### src/rtl/ched_pkg.sv
// ----------------------------------------------------------------------------
// ched_pkg
// Types, type codes and size function for the curve header decoder.
// ----------------------------------------------------------------------------
package ched_pkg;

  localparam int unsigned WORD_W  = 32;
  localparam int unsigned COMP_W  = 4;
  localparam int unsigned SIZE_W  = 22;
  localparam int unsigned COUNT_W = 16;
  localparam int unsigned TYPE_W  = 4;

  // Curve type codes (header bits 19:16)
  localparam logic [TYPE_W-1:0] TYPE_KEYED   = 4'd1;
  localparam logic [TYPE_W-1:0] TYPE_CONST   = 4'd2;
  localparam logic [TYPE_W-1:0] TYPE_EMPTY_A = 4'd3;
  localparam logic [TYPE_W-1:0] TYPE_WIDE    = 4'd4;
  localparam logic [TYPE_W-1:0] TYPE_PAIRED  = 4'd5;
  localparam logic [TYPE_W-1:0] TYPE_EMPTY_B = 4'd6;
  localparam logic [TYPE_W-1:0] TYPE_EMPTY_C = 4'd7;

  // Largest size any header can give
  localparam logic [SIZE_W-1:0] CURVE_BYTES_MAX = 22'd4194244;

  typedef logic [WORD_W-1:0] word_t;
  typedef logic [SIZE_W-1:0] size_t;

  function automatic word_t swap_bytes(input word_t w);
    swap_bytes = {w[7:0], w[15:8], w[23:16], w[31:24]};
  endfunction

  // Payload size from type, point count and component count; 0 for an unknown type.
  function automatic size_t curve_size(input word_t hdr, input logic [COMP_W-1:0] comps);
    logic [COUNT_W-1:0]  n;
    logic [COUNT_W+4:0]  prod;
    size_t               sz;
    n    = hdr[15:0];
    prod = 21'(n) * 21'({1'b0, comps} + 5'd1);
    case (hdr[19:16])
      TYPE_KEYED:   sz = size_t'({prod, 2'b00}) + size_t'(4);
      TYPE_CONST:   sz = size_t'({comps, 2'b00}) + size_t'(4);
      TYPE_WIDE:    sz = size_t'({n, 3'b000}) + size_t'(32);
      TYPE_PAIRED:  sz = size_t'({n, 3'b000}) + size_t'(8);
      TYPE_EMPTY_A,
      TYPE_EMPTY_B,
      TYPE_EMPTY_C: sz = size_t'(4);
      default:      sz = '0;
    endcase
    curve_size = sz;
  endfunction

endpackage

### src/rtl/curve_header_endian_decoder.sv
// ----------------------------------------------------------------------------
// curve_header_endian_decoder
// Decodes a four-byte curve header of unknown byte order.
// ----------------------------------------------------------------------------
// One header enters per clock: busy is never raised, so start may be held
// high every cycle. An item accepted at one edge is captured in the input
// register; the decode (marker check, type check, size multiply and the
// compare against bytes_left for both byte orders in parallel) runs between
// that register and the result register. out_valid goes high as the result register
// is loaded, and its result is taken while out_valid is high. The input and
// result registers are the only registers on the path; throughput 1 item
// per cycle, since the decode is short logic (one 16x5 size multiply per byte
// order) placed between them. The receiver cannot stall, so results are
// never held: each out_valid pulse must be taken in that cycle.
// ----------------------------------------------------------------------------
module curve_header_endian_decoder (
  input  logic        clk,
  input  logic        rst_n,
  input  logic        start,
  output logic        busy,
  input  logic [31:0] in_raw_bytes,
  input  logic [3:0]  in_component_count,
  input  logic [31:0] in_bytes_left,
  output logic        out_valid,
  output logic        out_found,
  output logic [31:0] out_header_word,
  output logic [21:0] out_curve_bytes,
  output logic        out_is_big_endian
);

  // Input register
  logic              in_valid_r;
  ched_pkg::word_t   raw_r;
  logic [3:0]        comps_r;
  ched_pkg::word_t   avail_r;

  // Result register
  logic              out_valid_r;
  logic              found_r,  found_nxt;
  ched_pkg::word_t   hdr_r,    hdr_nxt;
  ched_pkg::size_t   size_r,   size_nxt;
  logic              big_r,    big_nxt;

  // Per-order decode
  ched_pkg::word_t   hdr_be, hdr_le;
  ched_pkg::size_t   size_be, size_le;
  logic              ok_be, ok_le;

  assign busy = 1'b0;

  always_ff @(posedge clk) begin
    if (!rst_n) begin
      in_valid_r  <= 1'b0;
      out_valid_r <= 1'b0;
    end else begin
      in_valid_r  <= start && !busy;
      out_valid_r <= in_valid_r;
    end
  end

  always_ff @(posedge clk) begin
    if (start && !busy) begin
      raw_r   <= in_raw_bytes;
      comps_r <= in_component_count;
      avail_r <= in_bytes_left;
    end
  end

  assign hdr_be  = raw_r;
  assign hdr_le  = ched_pkg::swap_bytes(raw_r);
  assign size_be = ched_pkg::curve_size(hdr_be, comps_r);
  assign size_le = ched_pkg::curve_size(hdr_le, comps_r);

  // Marker nibble match, type in 1..7, nonzero size that fits
  assign ok_be = (hdr_be[27:24] == comps_r)
                 && (hdr_be[19:16] >= ched_pkg::TYPE_KEYED)
                 && (hdr_be[19:16] <= ched_pkg::TYPE_EMPTY_C)
                 && (size_be != '0) && (32'(size_be) <= avail_r);
  assign ok_le = (hdr_le[27:24] == comps_r)
                 && (hdr_le[19:16] >= ched_pkg::TYPE_KEYED)
                 && (hdr_le[19:16] <= ched_pkg::TYPE_EMPTY_C)
                 && (size_le != '0) && (32'(size_le) <= avail_r);

  // Big-endian wins when both readings pass
  always_comb begin
    found_nxt = 1'b0;
    hdr_nxt   = '0;
    size_nxt  = '0;
    big_nxt   = 1'b0;
    if (ok_be) begin
      found_nxt = 1'b1;
      hdr_nxt   = hdr_be;
      size_nxt  = size_be;
      big_nxt   = 1'b1;
    end else if (ok_le) begin
      found_nxt = 1'b1;
      hdr_nxt   = hdr_le;
      size_nxt  = size_le;
    end
  end

  always_ff @(posedge clk) begin
    if (in_valid_r) begin
      found_r <= found_nxt;
      hdr_r   <= hdr_nxt;
      size_r  <= size_nxt;
      big_r   <= big_nxt;
    end
  end

  assign out_valid         = out_valid_r;
  assign out_found         = found_r;
  assign out_header_word   = hdr_r;
  assign out_curve_bytes   = size_r;
  assign out_is_big_endian = big_r;

endmodule

### config.mk
export PLATFORM = sky130hd
export DESIGN_NAME = curve_header_endian_decoder
export DESIGN_NICKNAME = d
export VERILOG_FILES = /design/src/rtl/ched_pkg.sv /design/src/rtl/curve_header_endian_decoder.sv
export SDC_FILE = /design/constraint.sdc
export NUM_CORES = 1
export LEC_CHECK = 0
export BUFFER_PORTS_ARGS = -buffer_cell sky130_fd_sc_hd__buf_2
export CAP_MARGIN = 10
export CORE_ASPECT_RATIO = 1.2
export CORE_MARGIN = 5
export CORE_UTILIZATION = 45
export DETAILED_ROUTE_END_ITERATION = 8
export GPL_TIMING_DRIVEN = 0
export SETUP_SLACK_MARGIN = 0.4
export SLEW_MARGIN = 20
export SYNTH_ARGS = -nofsm -noshare
export SYNTH_HDL_FRONTEND = slang
export SYNTH_SLANG_ARGS = --single-unit
### constraint.sdc
create_clock -name clk -period 11.1 [get_ports clk]
set_input_delay 1.665 -clock clk [delete_from_list [all_inputs] [get_ports clk]]
set_output_delay 1.665 -clock clk [all_outputs]
set_load 0.1 [all_outputs]
### Word-level counts from Yosys, hierarchy flattened

Index checks and enable logic that the tools add are counted.

* add/subtract/negate cells: 8
* multiply operators: 2
* $lt $le $gt $ge: 6
* equality and inequality tests: 16
* muxes and demuxes: 8
* reductions and logical operators: 12

Operators with widths (number)
* $pmux 22 s5: 2
* $le 22x32->1: 2
* $mux 32: 2
* $add 22x3->22 const B: 2
* $mux 22: 2
* $reduce_bool 22->1: 2
* $add 19x4->20 const B: 2
* $add 19x6->20 const B: 2
* $eq 4x3->1 const B: 8
* $mul 16x21->20: 1
* $mul 16x5->20: 1
* $eq 4x2->1 const B: 4
* $eq 4x1->1 const B: 2
* $eq 4x4->1: 2
* $ge 4x1->1 const B: 2
* $le 4x3->1 const B: 2
* $logic_and 1x1->1: 8
* $add 6x3->7 const B: 1
* $reduce_or 3->1: 2
* $add 4x1->5 const B: 1
* $mux 1: 2

* flip-flop bits (word level): 126
* input bits: 71
* output and inout port bits: 58
* word-level logic and storage cells: 61

### Depth between registers and ports, before layout

Gate-level depths: netlist (run 1).

* depth in word-level cells: 9
* mapped depth: 33
* gate-level depth less buffers: 28

### Worst setup path before layout (run 1)

No wires, ideal clock.

* kind: register to register
* from: register comps_r[1]
* to: register hdr_r[28] (netlist: out_header_word[28]) (data pin)
* setup time: 165 ps
* arrival time: 7770 ps
* data required time: 10935 ps
* setup slack: 3165 ps
* stages on the path, launching flop included: 33
* buffers on the path: 7
* period minus slack after synthesis: 7935 ps
* cell sequence: edfxtp_1 -> ha_1 -> and3_1 -> clkbuf_1 -> clkbuf_1 -> clkbuf_1 -> nand2_1 -> fa_1 -> inv_1 -> fa_1 -> fa_1 -> ha_1 -> and3_1 -> a221oi_2 -> o21ai_1 -> a31oi_1 -> xor2_1 -> or2_2 -> nor3_1 -> xor2_1 -> a21o_1 -> clkbuf_1 -> clkbuf_1 -> ha_1 -> a21oi_1 -> o21ai_0 -> a21o_1 -> a21o_1 -> a211oi_1 -> clkbuf_1 -> clkbuf_1 -> o311ai_0 -> o31ai_2

* word-level cells in the longest chain between the ends: 9
* elaborated cells between the ends (all ways): 24
* classes of those cells: 4 x add/sub; 2 x mul; 2 x order compare; 2 x eq/ne; 4 x mux; 10 x reduce/logical

RTL lines
* from (decl): line curve_header_endian_decoder.sv:34 `logic [3:0] comps_r;`
* from (signal assigned): line curve_header_endian_decoder.sv:64 `comps_r <= in_component_count;`
* parallel branches: the longest is 8 deep, another holds $le 22x32->1
* $mux 32 *: line curve_header_endian_decoder.sv:90 `if (ok_be) begin`
* named net hdr_nxt[28]: line curve_header_endian_decoder.sv:40 `ched_pkg::word_t hdr_r, hdr_nxt;`
* to (signal assigned): line curve_header_endian_decoder.sv:105 `hdr_r <= hdr_nxt;`
* to (decl): line curve_header_endian_decoder.sv:40

Mark *: on every way through the listed nets, which the timed path passes.
A chain may end at the register's enable or synchronous reset.

### Worst setup path after layout (run 1)

* from: register comps_r[1]
* to: register hdr_r[20] (netlist: out_header_word[20]) (data pin)

Same word-level chain as after synthesis.

==> results of run 1 <==
[registers in the layout, indices dropped and copies added, names as in the netlist]
name / count
out_valid: 1
in_valid_r: 1
out_header_word: 32
avail_r: 32
out_found: 1
hdr_be: 32
out_is_big_endian: 1
out_curve_bytes: 20
comps_r: 4
[metal layers]
| metal | vias to the layer above | GRT usage | part of all wire |
|---|---|---|---|
| met1 | 5233 | 0.350 | 0.43 |
| met4 | 0 | 0.0998 | 0.039 |
| met5 | - | 0 | 0 |
| met3 | 81 | 0.0609 | 0.078 |
| li1 | 5159 | - | - |
| met2 | 452 | 0.405 | 0.45 |
[timing repair]
item	CTS	global route
endpoints found under the setup margin	28	51
gates resized for setup	2	10
setup buffers	0	0
[layout make-up]
cell class              instances  area, µm²
clock inverters                15        186
inverters                     114        428
well taps                     385        482
plain buffers                  80        362
repair buffers                127        676
fillers                      2643      13800
clock buffers                  17        425
multi-input cells            1035       8570
flip-flops and latches        124       3710
[Yosys cell counts, types with 4 or more instances]
cell,n
edfxtp_1,122
nand2_1,113
inv_1,111
ha_1,105
nor2_1,92
and2_1,84
fa_1,82
xnor2_1,63
clkbuf_1,60
a21oi_1,42
nand3_1,40
o311ai_0,36
a21o_1,35
o21ai_0,29
o31ai_2,29
xor2_1,28
nand4_1,21
nor3_1,20
a211oi_1,17
o22ai_1,12
buf_2,11
mux2i_1,11
nor2b_1,11
and3_1,9
nor4_1,9
nand2b_1,8
or2_2,8
or3_1,8
a211o_1,7
a31oi_1,7
o31ai_1,7
nor4b_1,6
o211ai_1,6
buf_4,5
nand3b_1,5
nor3b_1,5
o21ai_1,5
o21a_1,4
o32ai_1,4
or4_1,4
[worst max-delay path, delay by kind of cell, from the launching register on]
| family | cells | cell delay [ns] |
|---|---|---|
| AOI/OAI and AO/OA | 11 | 2.79 |
| buffers and inverters | 8 | 2.60 |
| adders and majority gates | 6 | 2.49 |
| and+or+nand+nor | 5 | 1.10 |
| DFF | 1 | 0.48 |
| xor gates and xnor gates | 2 | 0.47 |
[power by group]
part,leakage (nW),switching (mW),internal (mW)
clock network,0.294,0.241,0.357
logic,4.93,1.12,0.615
registers,1.13,0.0263,0.551
[path summary, 6_finish.rpt]
path              startpoint                   to  slack [ns]  cells past startpoint
hold reg to reg   in_valid_r  out_header_word[21]        0.57                      0
setup / recovery  comps_r[1]  out_header_word[20]        0.92                     32
setup reg to reg  comps_r[1]  out_header_word[20]        0.92                     32
hold / removal    in_valid_r  out_header_word[21]        0.57                      0
[per-stage QoR]
stage / area [µm²] / worst slack [ns] / total power, mW
after global routing: 14800 / 0.483 / 3.13
final: 14800 / 0.922 / 2.91
after detailed placement: 14200 / 0.0934 / 2.29
after floorplan: 13000 / 3.17 / 1.88
after CTS: 14800 / 0.417 / 2.91
after global placement: 14100 / 0.214 / 2.28
[cell families after synthesis]
logic type | share of synthesized area
other cells | 0.000288
buf+inv | 0.0602
simple gates | 0.182
fa+ha+maj | 0.227
mux | 0.0111
compound gates | 0.172
xor+xnor | 0.0630
flops | 0.285
==> results.json, run 1 <==
{
  "status": "complete, no violations",
  "timing_worst_slew_pin_value_ns": 1.05,
  "num_rows": 68,
  "finish.net_count": 1757,
  "floorplan.core_area_um2": 28700,
  "wire_per_inst_um": 21.9,
  "p_leak_nw": 6.35,
  "worstPathMaxFanout": 10,
  "cts_buffers": 17,
  "synth_top_cell_by_area": "edfxtp_1",
  "post-place-cells": 1865,
  "ys_seq_elements": 124,
  "dr.pass1.iters": 5,
  "antenna_found_initial": 0,
  "post_synth_instance_area_um2": 13000,
  "timing.max_slew.rel_slack": 0.300,
  "globalplace.congestion": 0.986,
  "largest_incremental_delay_on_the_critical_path_ns": 0.56,
  "chipWidth_um": 165,
  "tns_ns": 0,
  "synth_top_cells_by_area": "edfxtp_1, fa_1, ha_1",
  "post-synth-top-area-fraction": 0.281,
  "ios": 129,
  "gr_ovfl_total": 0,
  "synth_enable_flop_cells": 122,
  "synthesis.area_per_instance_um2": 9.64,
  "worst_hold_path_type": "flop to flop",
  "drt-initial-drc-count": 850,
  "clkSlewWorstSetupHoldPaths_ns": 0.07,
  "synth_flop_cell": "edfxtp_1",
  "hold_viol": 0,
  "drv_slew": 0,
  "required_ns": 11.32,
  "grt_setup_unrepaired": "no",
  "cts_max_path_buffers": 2,
  "clk_latency_ns": 0.44,
  "numClockSinks": 124,
  "fp.dieH_um": 196,
  "area_growth_syn_to_layout_pct": 14.0,
  "synthCells": 1350,
  "cp_data_arrival_time_ns": 10.39,
  "critPathKind": "flop to flop",
  "clock_tree_from_tritoncts": "built",
  "htreeDepth": 4,
  "finalNonFillerCells": 1897,
  "max_clock_freq_mhz": 98.3,
  "floorplan.initialDensity": 0.454,
  "buffer_ports.inserted": 125,
  "grt_pass1_vias": 11094,
  "drive_gt1_frac": 0.162,
  "yosysSeqAreaShare": 0.285,
  "final_core_util": 0.517,
  "finalClockSkew_ns": 0.00659,
  "final.min_clock_period_ns": 10.18,
  "post_cts_hold_buffer_count": 0,
  "clk_root_buffer_cell": "clkbuf_16",
  "powerDensity_nw_per_um2": 196,
  "yosys.cell_types.count": 84,
  "drcViolationCount": 0,
  "maxCapViolCount": 0,
  "critPathLaunchType": "flop",
  "critical-path-slowest-cell": "fa_1",
  "vias_per_cell": 5.76,
  "synth_warnings": 0,
  "detail-route-antenna-nets": 0,
  "grt_first_pass_wirelength_um": 63800,
  "post-route-period-util": 0.917,
  "half_perimeter_wire_length_after_placement_um": 33200,
  "total_inserted_antenna_cells": 0,
  "finalSetupViolations": 0,
  "top_library_cells_by_usage_in_the_layout_fill_and_taps_aside": "buf_2, edfxtp_1, nand2_1, inv_1, ha_1",
  "most_common_cell_type_on_the_critical_path": "clkbuf_2",
  "grt_usage": 0.259,
  "grt_start_max_net_pins": 49,
  "setup.worst_path.end_class": "flop",
  "routed-via-count": 10925,
  "dieArea_um2": 32400,
  "detail_route.wirelength_um": 41500,
  "layout_commonest_cell": "buf_2",
  "hold_slack_ns": 0.570,
  "synth-async-reset-ratio": 0,
  "peakVddDrop_mv": 0.0997
}
Power figures use the tool's default switching activity.
==> inputs of run 2 (changes only) <==
--- a/config.mk
+++ b/config.mk
@@ -7,11 +7,11 @@
 export LEC_CHECK = 0
 export BUFFER_PORTS_ARGS = -buffer_cell sky130_fd_sc_hd__buf_2
 export CAP_MARGIN = 10
-export CORE_ASPECT_RATIO = 1.2
+export CORE_ASPECT_RATIO = 1.25
 export CORE_MARGIN = 5
 export CORE_UTILIZATION = 45
+export CTS_CLUSTER_DIAMETER = 200
 export DETAILED_ROUTE_END_ITERATION = 8
-export GPL_TIMING_DRIVEN = 0
 export SETUP_SLACK_MARGIN = 0.4
 export SLEW_MARGIN = 20
 export SYNTH_ARGS = -nofsm -noshare
==> results.json, run 2 (synthesis results as in run 1) <==
{
  "status": "complete, no violations",
  "max_clock_freq_mhz": 104,
  "multi_input_area_um2": 8610,
  "numClockSinks": 124,
  "chipWidth_um": 162,
  "wire_per_inst_um": 21.5,
  "dr.pass1.iters": 5,
  "p_total_mw": 2.84,
  "worst_hold_path_type": "flop to flop",
  "timing.max_slew.rel_slack": 0.292,
  "most_common_cell_type_on_the_critical_path": "a21o_1",
  "half_perimeter_wire_length_after_placement_um": 29800,
  "rrSetupSlack_ns": 1.52,
  "timing_worst_slew_pin_value_ns": 1.06,
  "drive_gt1_frac": 0.166,
  "p_leak_nw": 6.24,
  "worstPathMaxFanout": 27,
  "grt_pass1_vias": 10985,
  "ios": 129,
  "hold_viol": 0,
  "grt.met3_usage": 0.0440,
  "finalClockSkew_ns": 0.0115,
  "final.min_clock_period_ns": 9.58,
  "critical-path-slowest-cell": "xor2_2",
  "register_area_um2": 3700,
  "drcViolationCount": 0,
  "floorplan.core_area_um2": 28500,
  "worstReg2RegStart": "comps_r[0]",
  "htreeDepth": 4,
  "drt-initial-drc-count": 860,
  "r2r_end": "out_header_word[30]",
  "area_growth_syn_to_layout_pct": 11.7,
  "grt_first_pass_wirelength_um": 61300,
  "maxCapViolCount": 0,
  "placed_area_um2": 13900,
  "finish.instance_area_um2": 14500,
  "detail_route.wirelength_um": 38800,
  "post-route-period-util": 0.863,
  "grt_setup_unrepaired": "no",
  "gr-usage-met1": 0.321,
  "worstRegToRegCells": 28,
  "dieArea_um2": 32400,
  "clkSlewWorstSetupHoldPaths_ns": 0.06,
  "grt_usage": 0.240,
  "grt_start_max_net_pins": 70,
  "layout_commonest_cell": "buf_2",
  "required_ns": 11.26,
  "critPathKind": "flop to flop",
  "top_usage_layer": "met2",
  "antenna_found_initial": 0,
  "post-place-cells": 1771,
  "cts-resized-gates": 0,
  "holdPathStages": 0,
  "finalNonFillerCells": 1803,
  "fill_cells": 2667,
  "clk_root_buffer_cell": "clkbuf_16",
  "tns_ns": 0,
  "powerDensity_nw_per_um2": 196,
  "largest_incremental_delay_on_the_critical_path_ns": 0.83,
  "post_cts_hold_buffer_count": 0,
  "detail-route-antenna-nets": 0,
  "clk_latency_ns": 0.44,
  "setup_fix_bufs_post_cts": 0,
  "cts_buffers": 17,
  "floorplan.initialDensity": 0.457,
  "setup.worst_path.end_class": "flop",
  "total_inserted_antenna_cells": 0,
  "num_rows": 69,
  "peakVddDrop_mv": 0.0958,
  "gr_ovfl_total": 0,
  "cp_data_arrival_time_ns": 9.74,
  "worstHoldStart": "in_valid_r",
  "cts_max_path_buffers": 2,
  "holdPathEnd": "out_curve_bytes[7]",
  "finalSetupViolations": 0,
  "finish.net_count": 1693,
  "drv_slew": 0,
  "fp.dieH_um": 200,
  "routed-via-count": 10854,
  "use_met2": 0.381,
  "globalplace.congestion": 0.925,
  "hold_slack_ns": 0.550,
  "buffer_ports.inserted": 125,
  "vias_per_cell": 6.02,
  "critPathLaunchType": "flop",
  "top_library_cells_by_usage_in_the_layout_fill_and_taps_aside": "buf_2, edfxtp_1, nand2_1, inv_1, ha_1",
  "clock_tree_from_tritoncts": "built"
}
-- run 2: cell types whose count changed in the layout (fill, tap and decap cells not counted), sizes merged --
cell	delta
buf	-4
bufinv	-1
clkbuf	-60
clkinv	+1
clkinvlp	-1
inv	+1
-- run 2: power by group --
part | switching [mW] | total [mW] | internal (mW)
Sequential | 0.0427 | 0.595 | 0.552
Combinational | 1.06 | 1.67 | 0.611
Clock | 0.242 | 0.576 | 0.334
-- run 2: worst max-delay path by stage --
stage	startpoint	end	depth (start not counted)
final	comps_r[0]	out_header_word[30]	28
after floorplan	comps_r[1]	out_header_word[28]	32
after detailed placement	comps_r[0]	out_header_word[30]	28
after global routing	comps_r[0]	out_header_word[7]	28
after global placement	comps_r[0]	out_header_word[29]	28
after CTS	comps_r[0]	out_header_word[5]	28
-- run 2: layout make-up --
type,instances,area share
Multi-Input combinational cell,1035,0.592
Timing Repair Buffer,143,0.0525
Clock buffer,17,0.0293
Inverter,114,0.0294
Clock inverter,15,0.0110
Sequential cell,124,0.255
Tap cell,355,0.0306
-- run 2: per-stage QoR --
stage	setup slack, ns	util
2_1_floorplan	3.17	-
3_3_place_gp	1.87	0.489
3_5_place_dp	1.66	0.489
4_1_cts	1.63	0.510
5_1_grt	1.06	0.510
6_report	1.52	0.510
-- run 2: layer usage --
layer  wire, µm  part of all wire
met3       2510             0.065
met1      16600              0.43
met2      18100              0.47
met4       1670             0.043
met5          0                 0
-- run 2: worst max-delay path, delay by kind of cell (launching register included) --
| family | cells | cell delay (ns) |
|---|---|---|
| adders and majority gates | 6 | 2.52 |
| xor gates and xnor gates | 2 | 0.96 |
| AOI/OAI and AO/OA | 11 | 2.40 |
| and+or+nand+nor | 6 | 1.68 |
| DFF | 1 | 0.73 |
| buffers and inverters | 3 | 0.97 |
